## src/hw/rtl/spf_pkg.sv

```systemverilog
// Package: shared widths, walk state type and the modulo-reduce helper.
package spf_pkg;

    localparam int POS_W    = 6;   // width of a canonical position / native vertex
    localparam int IDX_W    = 5;   // width of compact index and reduced entry
    localparam int MARK_DEPTH = 64;
    localparam int MARK_AW  = 6;

    typedef enum logic [2:0] {
        ST_LOAD,
        ST_CHECK,
        ST_NATIVE,
        ST_CANON0,
        ST_CANON1,
        ST_FLUSH
    } state_t;

    // Reduce v modulo n (n nonzero) by six restoring compare-and-subtract steps.
    function automatic logic [POS_W-1:0] mod_reduce(
        input logic [POS_W-1:0] v,
        input logic [POS_W-1:0] n
    );
        logic [2*POS_W-1:0] r;
        logic [2*POS_W-1:0] d;
        r = {{POS_W{1'b0}}, v};
        for (int k = POS_W - 1; k >= 0; k--)
        begin
            d = {{POS_W{1'b0}}, n} << k;
            if (r >= d)
            begin
                r = r - d;
            end
        end
        return r[POS_W-1:0];
    endfunction

endpackage

```

## src/hw/rtl/spf_ram.sv

```systemverilog
// Generic single-port RAM with registered read data.
module spf_ram #(
    parameter int WIDTH = 6,
    parameter int DEPTH = 64,
    localparam int AW   = (DEPTH > 1) ? $clog2(DEPTH) : 1
) (
    input  logic             clk,
    input  logic             we,
    input  logic [AW-1:0]    addr,
    input  logic [WIDTH-1:0] wdata,
    output logic [WIDTH-1:0] rdata
);

    logic [WIDTH-1:0] mem [DEPTH];

    always_ff @(posedge clk)
    begin
        if (we)
        begin
            mem[addr] <= wdata;
        end
        rdata <= mem[addr];
    end

endmodule

```

## src/hw/rtl/symmetrized_permutation_fold.sv

```systemverilog
// Top level: loads a doubled canonical labelling and folds it onto the base vertices.
//
// Input channel (in_valid / in_stall): one transaction per labelling element,
// carrying canon_pos_of_native and native_at_canon_pos for index i; final_item
// closes the run. Elements load one per cycle into two RAMs; past 2*MAX_ENTRIES
// they are dropped, but a final one still starts the walk. n is half the count,
// rounded down.
// After the final transaction in_stall stays high while the walk runs over
// canonical positions 0 .. 2n-1, stopping early once n mappings are emitted. A
// position whose mark is already cleared is skipped; each emitted mapping takes
// the steps mark check, native read with modulo reduce, and reads of both
// copies' canonical positions, each read waiting on the registered RAM read
// data. An end check and a flush close the run.
// Output channel (out_valid / out_stall): one transaction per mapping with
// compact_index, native_entry, conflict and end_of_run on the last one. A
// result waits in a holding stage until the next one (or the end of
// the walk) tells whether it is the last; a stalled receiver holds the walk
// once the output register and holding stage are both full. Nothing is lost.
// Reset: empty run, all marks set, no output; the RAMs are not cleared. At the
// end of each run all marks are set again.
module symmetrized_permutation_fold #(
    parameter int MAX_ENTRIES = 32
) (
    input  logic                      clk,
    input  logic                      rst_n,
    input  logic                      in_valid,
    output logic                      in_stall,
    input  logic [spf_pkg::POS_W-1:0] canon_pos_of_native,
    input  logic [spf_pkg::POS_W-1:0] native_at_canon_pos,
    input  logic                      final_item,
    output logic                      out_valid,
    input  logic                      out_stall,
    output logic [spf_pkg::IDX_W-1:0] compact_index,
    output logic [spf_pkg::IDX_W-1:0] native_entry,
    output logic                      conflict,
    output logic                      end_of_run
);

    localparam int DEPTH = 2 * MAX_ENTRIES;
    localparam int AW    = $clog2(DEPTH);
    localparam int CW    = $clog2(DEPTH + 1);        // load count and walk position
    localparam int NW    = $clog2(MAX_ENTRIES + 1);  // n, compact counter, entry

    // Control state
    spf_pkg::state_t state_reg, state_next;
    logic [CW-1:0]   load_cnt_reg, load_cnt_next;
    logic [CW-1:0]   pos_reg, pos_next;
    logic [NW-1:0]   n_reg, n_next;
    logic [NW-1:0]   cmp_reg, cmp_next;
    logic [spf_pkg::MARK_DEPTH-1:0] mark_reg, mark_next;
    logic            hold_vld_reg, hold_vld_next;
    logic            out_valid_reg, out_valid_next;

    // Payload
    logic [NW-1:0]   entry_reg, entry_next;
    logic            conf0_reg, conf0_next;
    logic [NW-1:0]   hold_idx_reg, hold_idx_next;
    logic [NW-1:0]   hold_ent_reg, hold_ent_next;
    logic            hold_conf_reg, hold_conf_next;
    logic [NW-1:0]   out_idx_reg, out_idx_next;
    logic [NW-1:0]   out_ent_reg, out_ent_next;
    logic            out_conf_reg, out_conf_next;
    logic            out_end_reg, out_end_next;

    // RAM ports
    logic                      mem_we;
    logic [AW-1:0]             nat_addr;
    logic [AW-1:0]             can_addr;
    logic [spf_pkg::POS_W-1:0] nat_rdata;
    logic [spf_pkg::POS_W-1:0] can_rdata;

    logic                      in_acc;
    logic                      out_free;
    logic [CW-1:0]             lc_after;
    logic [spf_pkg::POS_W-1:0] entry_mod;
    logic [AW-1:0]             twin_addr;

    spf_ram #(
        .WIDTH (spf_pkg::POS_W),
        .DEPTH (DEPTH)
    ) u_canon_ram (
        .clk   (clk),
        .we    (mem_we),
        .addr  (can_addr),
        .wdata (canon_pos_of_native),
        .rdata (can_rdata)
    );

    spf_ram #(
        .WIDTH (spf_pkg::POS_W),
        .DEPTH (DEPTH)
    ) u_native_ram (
        .clk   (clk),
        .we    (mem_we),
        .addr  (nat_addr),
        .wdata (native_at_canon_pos),
        .rdata (nat_rdata)
    );

    assign in_stall = (state_reg != spf_pkg::ST_LOAD);
    assign in_acc   = in_valid && !in_stall;
    assign out_free = !out_valid_reg || !out_stall;

    // Canonical position of the second copy lives at entry + n.
    assign twin_addr = AW'(CW'(entry_reg) + CW'(n_reg));
    assign entry_mod = spf_pkg::mod_reduce(nat_rdata, spf_pkg::POS_W'(n_reg));

    always_comb
    begin
        state_next     = state_reg;
        load_cnt_next  = load_cnt_reg;
        pos_next       = pos_reg;
        n_next         = n_reg;
        cmp_next       = cmp_reg;
        mark_next      = mark_reg;
        hold_vld_next  = hold_vld_reg;
        out_valid_next = out_valid_reg;
        entry_next     = entry_reg;
        conf0_next     = conf0_reg;
        hold_idx_next  = hold_idx_reg;
        hold_ent_next  = hold_ent_reg;
        hold_conf_next = hold_conf_reg;
        out_idx_next   = out_idx_reg;
        out_ent_next   = out_ent_reg;
        out_conf_next  = out_conf_reg;
        out_end_next   = out_end_reg;
        mem_we         = 1'b0;
        nat_addr       = AW'(pos_reg);
        can_addr       = twin_addr;
        lc_after       = load_cnt_reg;

        // Drop the output transaction once taken.
        if (out_valid_reg && !out_stall)
        begin
            out_valid_next = 1'b0;
        end

        unique case (state_reg)
            spf_pkg::ST_LOAD:
            begin
                nat_addr = AW'(load_cnt_reg);
                can_addr = AW'(load_cnt_reg);
                if (in_acc)
                begin
                    if (load_cnt_reg < CW'(DEPTH))
                    begin
                        mem_we   = 1'b1;
                        lc_after = load_cnt_reg + CW'(1);
                    end
                    load_cnt_next = lc_after;
                    if (final_item)
                    begin
                        n_next     = NW'(lc_after >> 1);
                        pos_next   = '0;
                        state_next = spf_pkg::ST_CHECK;
                    end
                end
            end

            spf_pkg::ST_CHECK:
            begin
                if ((pos_reg < CW'({n_reg, 1'b0})) && (cmp_reg < n_reg))
                begin
                    if (mark_reg[spf_pkg::MARK_AW'(pos_reg)])
                    begin
                        state_next = spf_pkg::ST_NATIVE;
                    end
                    else
                    begin
                        pos_next = pos_reg + CW'(1);
                    end
                end
                else
                begin
                    state_next = spf_pkg::ST_FLUSH;
                end
            end

            spf_pkg::ST_NATIVE:
            begin
                entry_next = NW'(entry_mod);
                can_addr   = AW'(entry_mod);
                state_next = spf_pkg::ST_CANON0;
            end

            spf_pkg::ST_CANON0:
            begin
                conf0_next           = !mark_reg[can_rdata];
                mark_next[can_rdata] = 1'b0;
                state_next           = spf_pkg::ST_CANON1;
            end

            spf_pkg::ST_CANON1:
            begin
                if (!hold_vld_reg || out_free)
                begin
                    if (hold_vld_reg)
                    begin
                        out_valid_next = 1'b1;
                        out_idx_next   = hold_idx_reg;
                        out_ent_next   = hold_ent_reg;
                        out_conf_next  = hold_conf_reg;
                        out_end_next   = 1'b0;
                    end
                    hold_vld_next        = 1'b1;
                    hold_idx_next        = cmp_reg;
                    hold_ent_next        = entry_reg;
                    hold_conf_next       = conf0_reg || !mark_reg[can_rdata];
                    mark_next[can_rdata] = 1'b0;
                    cmp_next             = cmp_reg + NW'(1);
                    pos_next             = pos_reg + CW'(1);
                    state_next           = spf_pkg::ST_CHECK;
                end
            end

            spf_pkg::ST_FLUSH:
            begin
                if (!hold_vld_reg || out_free)
                begin
                    if (hold_vld_reg)
                    begin
                        out_valid_next = 1'b1;
                        out_idx_next   = hold_idx_reg;
                        out_ent_next   = hold_ent_reg;
                        out_conf_next  = hold_conf_reg;
                        out_end_next   = 1'b1;
                    end
                    hold_vld_next = 1'b0;
                    mark_next     = '1;
                    load_cnt_next = '0;
                    cmp_next      = '0;
                    state_next    = spf_pkg::ST_LOAD;
                end
            end

            default:
            begin
                state_next = spf_pkg::ST_LOAD;
            end
        endcase
    end

    always_ff @(posedge clk or negedge rst_n)
    begin
        if (!rst_n)
        begin
            state_reg     <= spf_pkg::ST_LOAD;
            load_cnt_reg  <= '0;
            pos_reg       <= '0;
            n_reg         <= '0;
            cmp_reg       <= '0;
            mark_reg      <= '1;
            hold_vld_reg  <= 1'b0;
            out_valid_reg <= 1'b0;
        end
        else
        begin
            state_reg     <= state_next;
            load_cnt_reg  <= load_cnt_next;
            pos_reg       <= pos_next;
            n_reg         <= n_next;
            cmp_reg       <= cmp_next;
            mark_reg      <= mark_next;
            hold_vld_reg  <= hold_vld_next;
            out_valid_reg <= out_valid_next;
        end
    end

    always_ff @(posedge clk)
    begin
        entry_reg     <= entry_next;
        conf0_reg     <= conf0_next;
        hold_idx_reg  <= hold_idx_next;
        hold_ent_reg  <= hold_ent_next;
        hold_conf_reg <= hold_conf_next;
        out_idx_reg   <= out_idx_next;
        out_ent_reg   <= out_ent_next;
        out_conf_reg  <= out_conf_next;
        out_end_reg   <= out_end_next;
    end

    assign out_valid     = out_valid_reg;
    assign compact_index = spf_pkg::IDX_W'(out_idx_reg);
    assign native_entry  = spf_pkg::IDX_W'(out_ent_reg);
    assign conflict      = out_conf_reg;
    assign end_of_run    = out_end_reg;

    // The holding stage is always emptied before loading resumes.
    a_hold_empty_in_load: assert property (@(posedge clk) disable iff (!rst_n)
        (state_reg == spf_pkg::ST_LOAD) |-> !hold_vld_reg)
        else $error("holding stage occupied during load");

    // The walk never issues more than n mappings.
    a_compact_bound: assert property (@(posedge clk) disable iff (!rst_n)
        (state_reg != spf_pkg::ST_LOAD) |-> (cmp_reg <= n_reg))
        else $error("compact counter ran past n");

    // A run always closes with every mark set and an empty count.
    a_run_cleared: assert property (@(posedge clk) disable iff (!rst_n)
        ((state_reg == spf_pkg::ST_LOAD) && $past(state_reg == spf_pkg::ST_FLUSH))
        |-> ((&mark_reg) && (load_cnt_reg == '0) && (cmp_reg == '0)))
        else $error("run state not cleared after walk");

    // A mapping issued in the last read step leaves a held result behind.
    a_hold_after_map: assert property (@(posedge clk) disable iff (!rst_n)
        ((state_reg == spf_pkg::ST_CANON1) && (!hold_vld_reg || out_free))
        |=> (hold_vld_reg && (state_reg == spf_pkg::ST_CHECK)))
        else $error("mapping lost between read step and holding stage");

endmodule
```

## config.mk

```make
export PLATFORM = sky130hd
export DESIGN_NAME = symmetrized_permutation_fold
export DESIGN_NICKNAME = d
export VERILOG_FILES = /design/src/hw/rtl/spf_pkg.sv /design/src/hw/rtl/spf_ram.sv /design/src/hw/rtl/symmetrized_permutation_fold.sv
export SDC_FILE = /design/constraint.sdc
export NUM_CORES = 1
export LEC_CHECK = 0
export BUFFER_PORTS_ARGS = -buffer_cell sky130_fd_sc_hd__buf_2
export CAP_MARGIN = 20
export CELL_PAD_IN_SITES_DETAIL_PLACEMENT = 1
export CELL_PAD_IN_SITES_GLOBAL_PLACEMENT = 1
export CORE_UTILIZATION = 48
export DETAILED_ROUTE_END_ITERATION = 7
export PLACE_DENSITY = 0.79
export SLEW_MARGIN = 20
export SYNTH_ARGS = -nofsm -noshare
export SYNTH_HDL_FRONTEND = slang
export SYNTH_SLANG_ARGS = --single-unit
```

## constraint.sdc

```tcl
create_clock -name clk -period 14.3 [get_ports clk]
set_input_delay 1.43 -clock clk [delete_from_list [all_inputs] [get_ports clk]]
set_output_delay 1.43 -clock clk [all_outputs]
set_load 0.01 [all_outputs]
```

==> results of run 1 <==
## worst min path at each step
stage	end	start	slack [ns]
floorplan	conflict	hold_conf_reg	0.40
global placement	out_ent_reg[0]	hold_ent_reg[0]	0.40
detailed placement	conflict	hold_conf_reg	0.41
CTS	conflict	hold_conf_reg	0.42
global route	out_idx_reg[2]	hold_idx_reg[2]	0.43
finish	conflict	hold_conf_reg	0.42
## layout make-up
cell class                      count  area (um^2)  area share (%)
Timing Repair Buffer              170         1310            2.74
Sequential cell                   905        26700            55.7
Multi-Input combinational cell   2165        15000            31.4
Clock inverter                     63          744            1.56
Inverter                           33          126           0.264
Clock buffer                      114         2510            5.24
Tap cell                         1155         1450            3.02
## cell usage after synthesis (9+ instances only)
cell / count
a211oi_1: 36
a21o_1: 20
a21oi_1: 164
a221o_1: 9
a221oi_1: 40
a222oi_1: 28
a22o_1: 43
a22oi_1: 108
a311oi_1: 10
a31oi_1: 29
and2_1: 21
and3_1: 30
buf_1: 28
buf_2: 44
clkbuf_1: 144
dfrtp_1: 31
dfstp_2: 64
dfxtp_1: 12
edfxtp_1: 798
ha_1: 50
inv_1: 31
mux2_2: 17
mux2i_1: 250
mux4_2: 29
nand2_1: 380
nand2b_1: 20
nand3_1: 65
nand4_1: 29
nor2_1: 225
nor2b_1: 23
nor3_1: 34
nor4_1: 26
o211ai_1: 15
o21a_1: 10
o21ai_0: 138
o221ai_1: 24
o22ai_1: 101
o31ai_1: 14
or2_2: 10
or3_1: 14
xnor2_1: 14
xor2_1: 15
## cell families (layout without fill, tap and decap cells)
family          count (synthesis)  after routing
flops                         905            905
buf+inv                       252            380
simple gates                  912            913
compound gates                865            865
xor+xnor                       29             29
fa+ha+maj                      56             56
mux                           302            302
## stage by stage
step	hold WS, ns	setup slack [ns]	instances	utilization, %	area, um^2
2_1_floorplan	0.400	0.895	3321	-	42300
3_3_place_gp	0.403	-0.0307	4404	50.6	44000
3_5_place_dp	0.406	-0.650	4404	50.6	44000
4_1_cts	0.420	0.0341	4596	54.6	47500
5_1_grt	0.428	-0.0791	4605	55.0	47800
6_report	0.419	0.545	4605	55.0	47800
## routing by layer
| layer | routed length [um] | vias to the layer above | track usage [%] |
|---|---|---|---|
| li1 | - | 13100 | - |
| met1 | 54600 | 16100 | 40.1 |
| met2 | 68500 | 1659 | 51.6 |
| met3 | 12200 | 380 | 6.09 |
| met4 | 5780 | 4 | 13.5 |
| met5 | 27 | - | 0 |
## worst max-delay path: cells and delay by family, from the launching register on
| kind | cells | cell delay, ns |
|---|---|---|
| compound gates | 24 | 5.14 |
| simple gates | 26 | 5.01 |
| fa+ha+maj | 6 | 1.86 |
| buf+inv | 6 | 0.94 |
| flops | 1 | 0.39 |
| mux | 1 | 0.25 |
## timing repair
action	CTS	global route
cloned	1	0
setup endpoints to repair	274	384
setup buffers	14	8
pin swaps	5	16
gates resized for setup	21	63
==> flow_summary_export.csv, run 1 <==
group,metric,value,unit
grt,grt_remaining_overflow,0,
critical_path,critPathCaptureType,"flip-flop",
grt,grt_max_degree,82,
synth,ys_warn_count,0,
detailed_routing,wire_per_inst,30.6,um
sta,fin_setup_tns,0,ns
cells_and_area,nets,3443,
cells_and_area,final_common_cell,"edfxtp_1",
critical_path,cp_slowest_stage_delay,0.49,ns
floorplanning,num_rows,108,
synth,synth-edff-count,798,
clocking,cts-buffers-inserted,95,
synth,synth_top_family_by_area,"compound AO/OA/AOI/OAI gates",
grt,grt_pass1_wl,211000,um
outcome,status,"completed",
clocking,cts_max_level,3,
critical_path,endpoint,"u_canon_ram.rdata[5]",
synth,synth_seq_cells,905,
detailed_routing,first_pass_iters,7,
synth,yosysSeqAreaShare,63.1,%
floorplanning,initial_core_util,48.6,%
cells_and_area,drive_gt1_share,15.6,%
clocking,postCtsHoldBufs,0,
clocking,cts.path.max_buffers,3,
placement,gp_congestion,0.905,
synth,syn_area,42300,um^2
detailed_routing,drt_iter0_drc,3539,
sta,period_needed,13.76,ns
critical_path,cp_slowest_cell,"or4b_1",
critical_path,rr_startpoint,"n_reg[0]",
critical_path,start_kind,"flip-flop",
critical_path,crit_type,"flip-flop to flip-flop",
detailed_routing,via_count,31300,
min_path,holdPathStages,0,
synth,syn_area_per_cell,12.7,um^2
clocking,clk_pin_slew,0.06,ns
grt,grt_usage,31.2,%
synth,muxShareOfSynthArea,8.08,%
detailed_routing,routed_wl,141000,um
floorplanning,boundaryPins,31,
critical_path,crit_start,"n_reg[0]",
critical_path,r2r-end,"u_canon_ram.rdata[5]",
synth,synth_ff_type,"edfxtp_1",
detailed_routing,drcViolationCount,0,
floorplanning,die_w,299,um
cells_and_area,fillCellCount,8595,
synth,synthDistinctLibCells,93,
synth,yosysTopAreaCell,"edfxtp_1",
critical_path,r2r_slack,0.54,ns
synth,synth.top_cell.area_share,56.7,%
placement,dp_hpwl,86400,um
critical_path,worst_ep_arrival_time,14.28,ns
placement,io_buffers,30,
synth,synth_compound_area_share,14.2,%
critical_path,reg2reg_depth,63,
run,drv_cap,0,
sta,worst_pin_slew,1.17,ns
floorplanning,coreArea,87000,um^2
synth,synth_adder_area_share,1.76,%
sta,hold_viol_final,0,
critical_path,critPathRequiredTime,14.82,ns
sta,fmax,72.7,MHz
synth,synthTopCellsByArea,"edfxtp_1 57%, mux2i_1 5.9%, dfstp_2 4.0%",
sta,drv_slew,0,
floorplanning,die_height,299,um
clocking,clock_latency,0.69,ns
sta,maxSlewHeadroom,22.0,%
sta,min_period_over_period,96.2,%
synth,synth-async-reset-ratio,10.5,%
synth,synth_cells,3321,
clocking,cts_tree,"yes",
critical_path,crit_path_max_fanout,29,
floorplanning,die_area,89300,um^2
cells_and_area,antennaDiodeCount,0,
sta,skew,0.0442,ns
sta,setup_viol,0,
synth,synthXorXnorAreaFrac,0.601,%
min_path,hold_class,"flip-flop to flip-flop",
synth,synth-simple-area-share,9.89,%
detailed_routing,vias_per_cell,6.79,
synth,syn_nets,3394,
detailed_routing,ant_nets,0,
grt,grt_pass1_vias,32900,
grt,grt_antenna_before_repair,3,
cells_and_area,mostFrequentLayoutCells,"798 x edfxtp_1, 374 x nand2_1, 248 x mux2i_1",
clocking,clock-sinks,905,
cells_and_area,syn_to_final_growth,13.2,%
clocking,cts-root-buf,"clkbuf_16",
Power of run 1 is not shown: default switching activity piles up to over one toggle a cycle in this logic, so the estimate is an artifact.
==> inputs of run 2 (changes only) <==
--- a/config.mk
+++ b/config.mk
@@ -9,9 +9,10 @@
 export CAP_MARGIN = 20
 export CELL_PAD_IN_SITES_DETAIL_PLACEMENT = 1
 export CELL_PAD_IN_SITES_GLOBAL_PLACEMENT = 1
-export CORE_UTILIZATION = 48
+export CORE_UTILIZATION = 40
 export DETAILED_ROUTE_END_ITERATION = 7
-export PLACE_DENSITY = 0.79
+export PLACE_DENSITY = 0.68
+export SETUP_SLACK_MARGIN = 0.1
 export SLEW_MARGIN = 20
 export SYNTH_ARGS = -nofsm -noshare
 export SYNTH_HDL_FRONTEND = slang
==> run 2 against run 1 <==
  * Clock-buffer cell count down 2
  * Critical path depth down 7
  * First-iteration DRC count down 9.2%
  * Hold slack worse by 0.0060 ns
  * Cell count up 4.7%
  * Critical endpoint unchanged
==> flow_summary_export.csv, run 2 (same netlist as run 1, synthesis figures left out) <==
group,metric,value,unit
outcome,status,"completed",
placement,dp_hpwl,83500,um
clocking,postCtsHoldBufs,0,
detailed_routing,wire_per_inst,28.5,um
detailed_routing,first_pass_iters,6,
sta,worst_pin_slew,0.977,ns
floorplanning,die_w,327,um
clocking,cts.path.max_buffers,3,
cells_and_area,drive_gt1_share,15.3,%
detailed_routing,ant_nets,0,
placement,gp_congestion,0.892,
critical_path,critPathRequiredTime,14.85,ns
critical_path,r2r-end,"u_canon_ram.rdata[5]",
cells_and_area,syn_to_final_growth,13.3,%
min_path,hold_end,"out_idx_reg[3]",
floorplanning,coreArea,104000,um^2
grt,grt_antenna_before_repair,5,
detailed_routing,via_count,30300,
critical_path,rr_startpoint,"n_reg[0]",
detailed_routing,vias_per_cell,6.29,
sta,period_needed,13.59,ns
clocking,clock_latency,0.69,ns
critical_path,crit_path_max_fanout,10,
detailed_routing,drt_iter0_drc,3215,
grt,grt_max_degree,67,
sta,setup_viol,0,
floorplanning,boundaryPins,31,
grt,grt_remaining_overflow,0,
placement,pre_cts_slack,-0.492,ns
critical_path,cp_slowest_cell,"or4b_1",
critical_path,r2r_slack,0.71,ns
clocking,clock-sinks,905,
floorplanning,num_rows,118,
floorplanning,die_height,327,um
critical_path,crit_start,"n_reg[0]",
sta,min_period_over_period,95.0,%
cells_and_area,post-route-util,46.0,%
clocking,cts_tree,"yes",
run,drv_cap,0,
placement,io_buffers,30,
critical_path,critPathCaptureType,"flip-flop",
clocking,cts-buffers-inserted,95,
clocking,cts_max_level,3,
sta,hold_viol_final,0,
sta,drv_slew,0,
min_path,worst_hold_startpoint,"hold_idx_reg[3]",
floorplanning,die_area,107000,um^2
critical_path,crit_type,"flip-flop to flip-flop",
grt,grt_pass1_vias,31100,
floorplanning,initial_core_util,40.6,%
min_path,hold_class,"flip-flop to flip-flop",
critical_path,worst_ep_arrival_time,14.14,ns
detailed_routing,routed_wl,137000,um
clocking,clk_pin_slew,0.06,ns
min_path,holdPathStages,0,
clocking,cts-root-buf,"clkbuf_16",
cells_and_area,final_common_cell,"edfxtp_1",
critical_path,reg2reg_depth,56,
sta,grt_setup_unrepaired,"no",
critical_path,cp_slowest_stage_delay,0.61,ns
grt,grt_usage,25.1,%
sta,fmax,73.6,MHz
sta,skew,0.0542,ns
critical_path,cpMostUsedCell,"ha_1",
cells_and_area,nets,3435,
detailed_routing,drcViolationCount,0,
grt,grt_pass1_wl,203000,um
cells_and_area,mostFrequentLayoutCells,"798 x edfxtp_1, 373 x nand2_1, 247 x mux2i_1",
critical_path,start_kind,"flip-flop",
sta,setup_slack,0.714,ns
sta,maxSlewHeadroom,34.9,%
-- run 2: worst max path at each step --
stage                                   endpoint  slack [ns]  cells past startpoint
after global routing        u_canon_ram.rdata[5]        0.11                     62
after detailed placement    u_canon_ram.rdata[5]       -0.49                     59
after global placement      u_canon_ram.rdata[3]       -0.06                     60
after floorplan           u_canon_ram.mem[47][0]        0.90                     60
after CTS                   u_canon_ram.rdata[5]        0.11                     61
final                       u_canon_ram.rdata[5]        0.71                     56
-- run 2: worst max-delay path, delay by kind of cell, from the launching register on --
family          cells  cell delay (ns)
compound gates     18             4.00
fa+ha+maj           6             1.87
buf+inv             5             0.78
flops               1             0.41
mux                 3             1.06
simple gates       24             5.27
-- run 2: layer usage --
metal  vias up  GRT usage, %  wire, um
li1      13100             -         -
met1     15800          34.8     59500
met2      1184          40.3     64200
met3       270          3.83      9320
met4         2          8.73      4460
met5         -             0        13
-- run 2: final cells by class --
| type | count | area, um^2 |
|---|---|---|
| fillers | 10600 | 56200 |
| inverters | 33 | 126 |
| well taps | 1380 | 1730 |
| flip-flops and latches | 905 | 26700 |
| clock buffers | 112 | 2450 |
| clock inverters | 61 | 567 |
| diodes | 2 | 5.00 |
| multi-input cells | 2164 | 15000 |
| repair buffers | 163 | 1310 |
-- run 2: what timing repair did --
item | in CTS | in global routing
gates resized for setup | 24 | 67
endpoints found under the setup margin | 330 | 385
cloned | 0 | 3
buffers inserted | 11 | 9
pin swaps | 5 | 18
endpoints found under the hold margin | 0 | 0
-- run 2: metrics by stage --
step | TNS, ns | cells | hold slack, ns | cell area, um^2
finish | 0 | 4820 | 0.413 | 47900
global placement | -0.103 | 4622 | 0.402 | 44300
global route | 0 | 4819 | 0.424 | 47900
CTS | 0 | 4806 | 0.420 | 47500
detailed placement | -33.61 | 4622 | 0.412 | 44300
floorplan | 0 | 3321 | 0.400 | 42300
Power of run 2 is left out for the same reason.
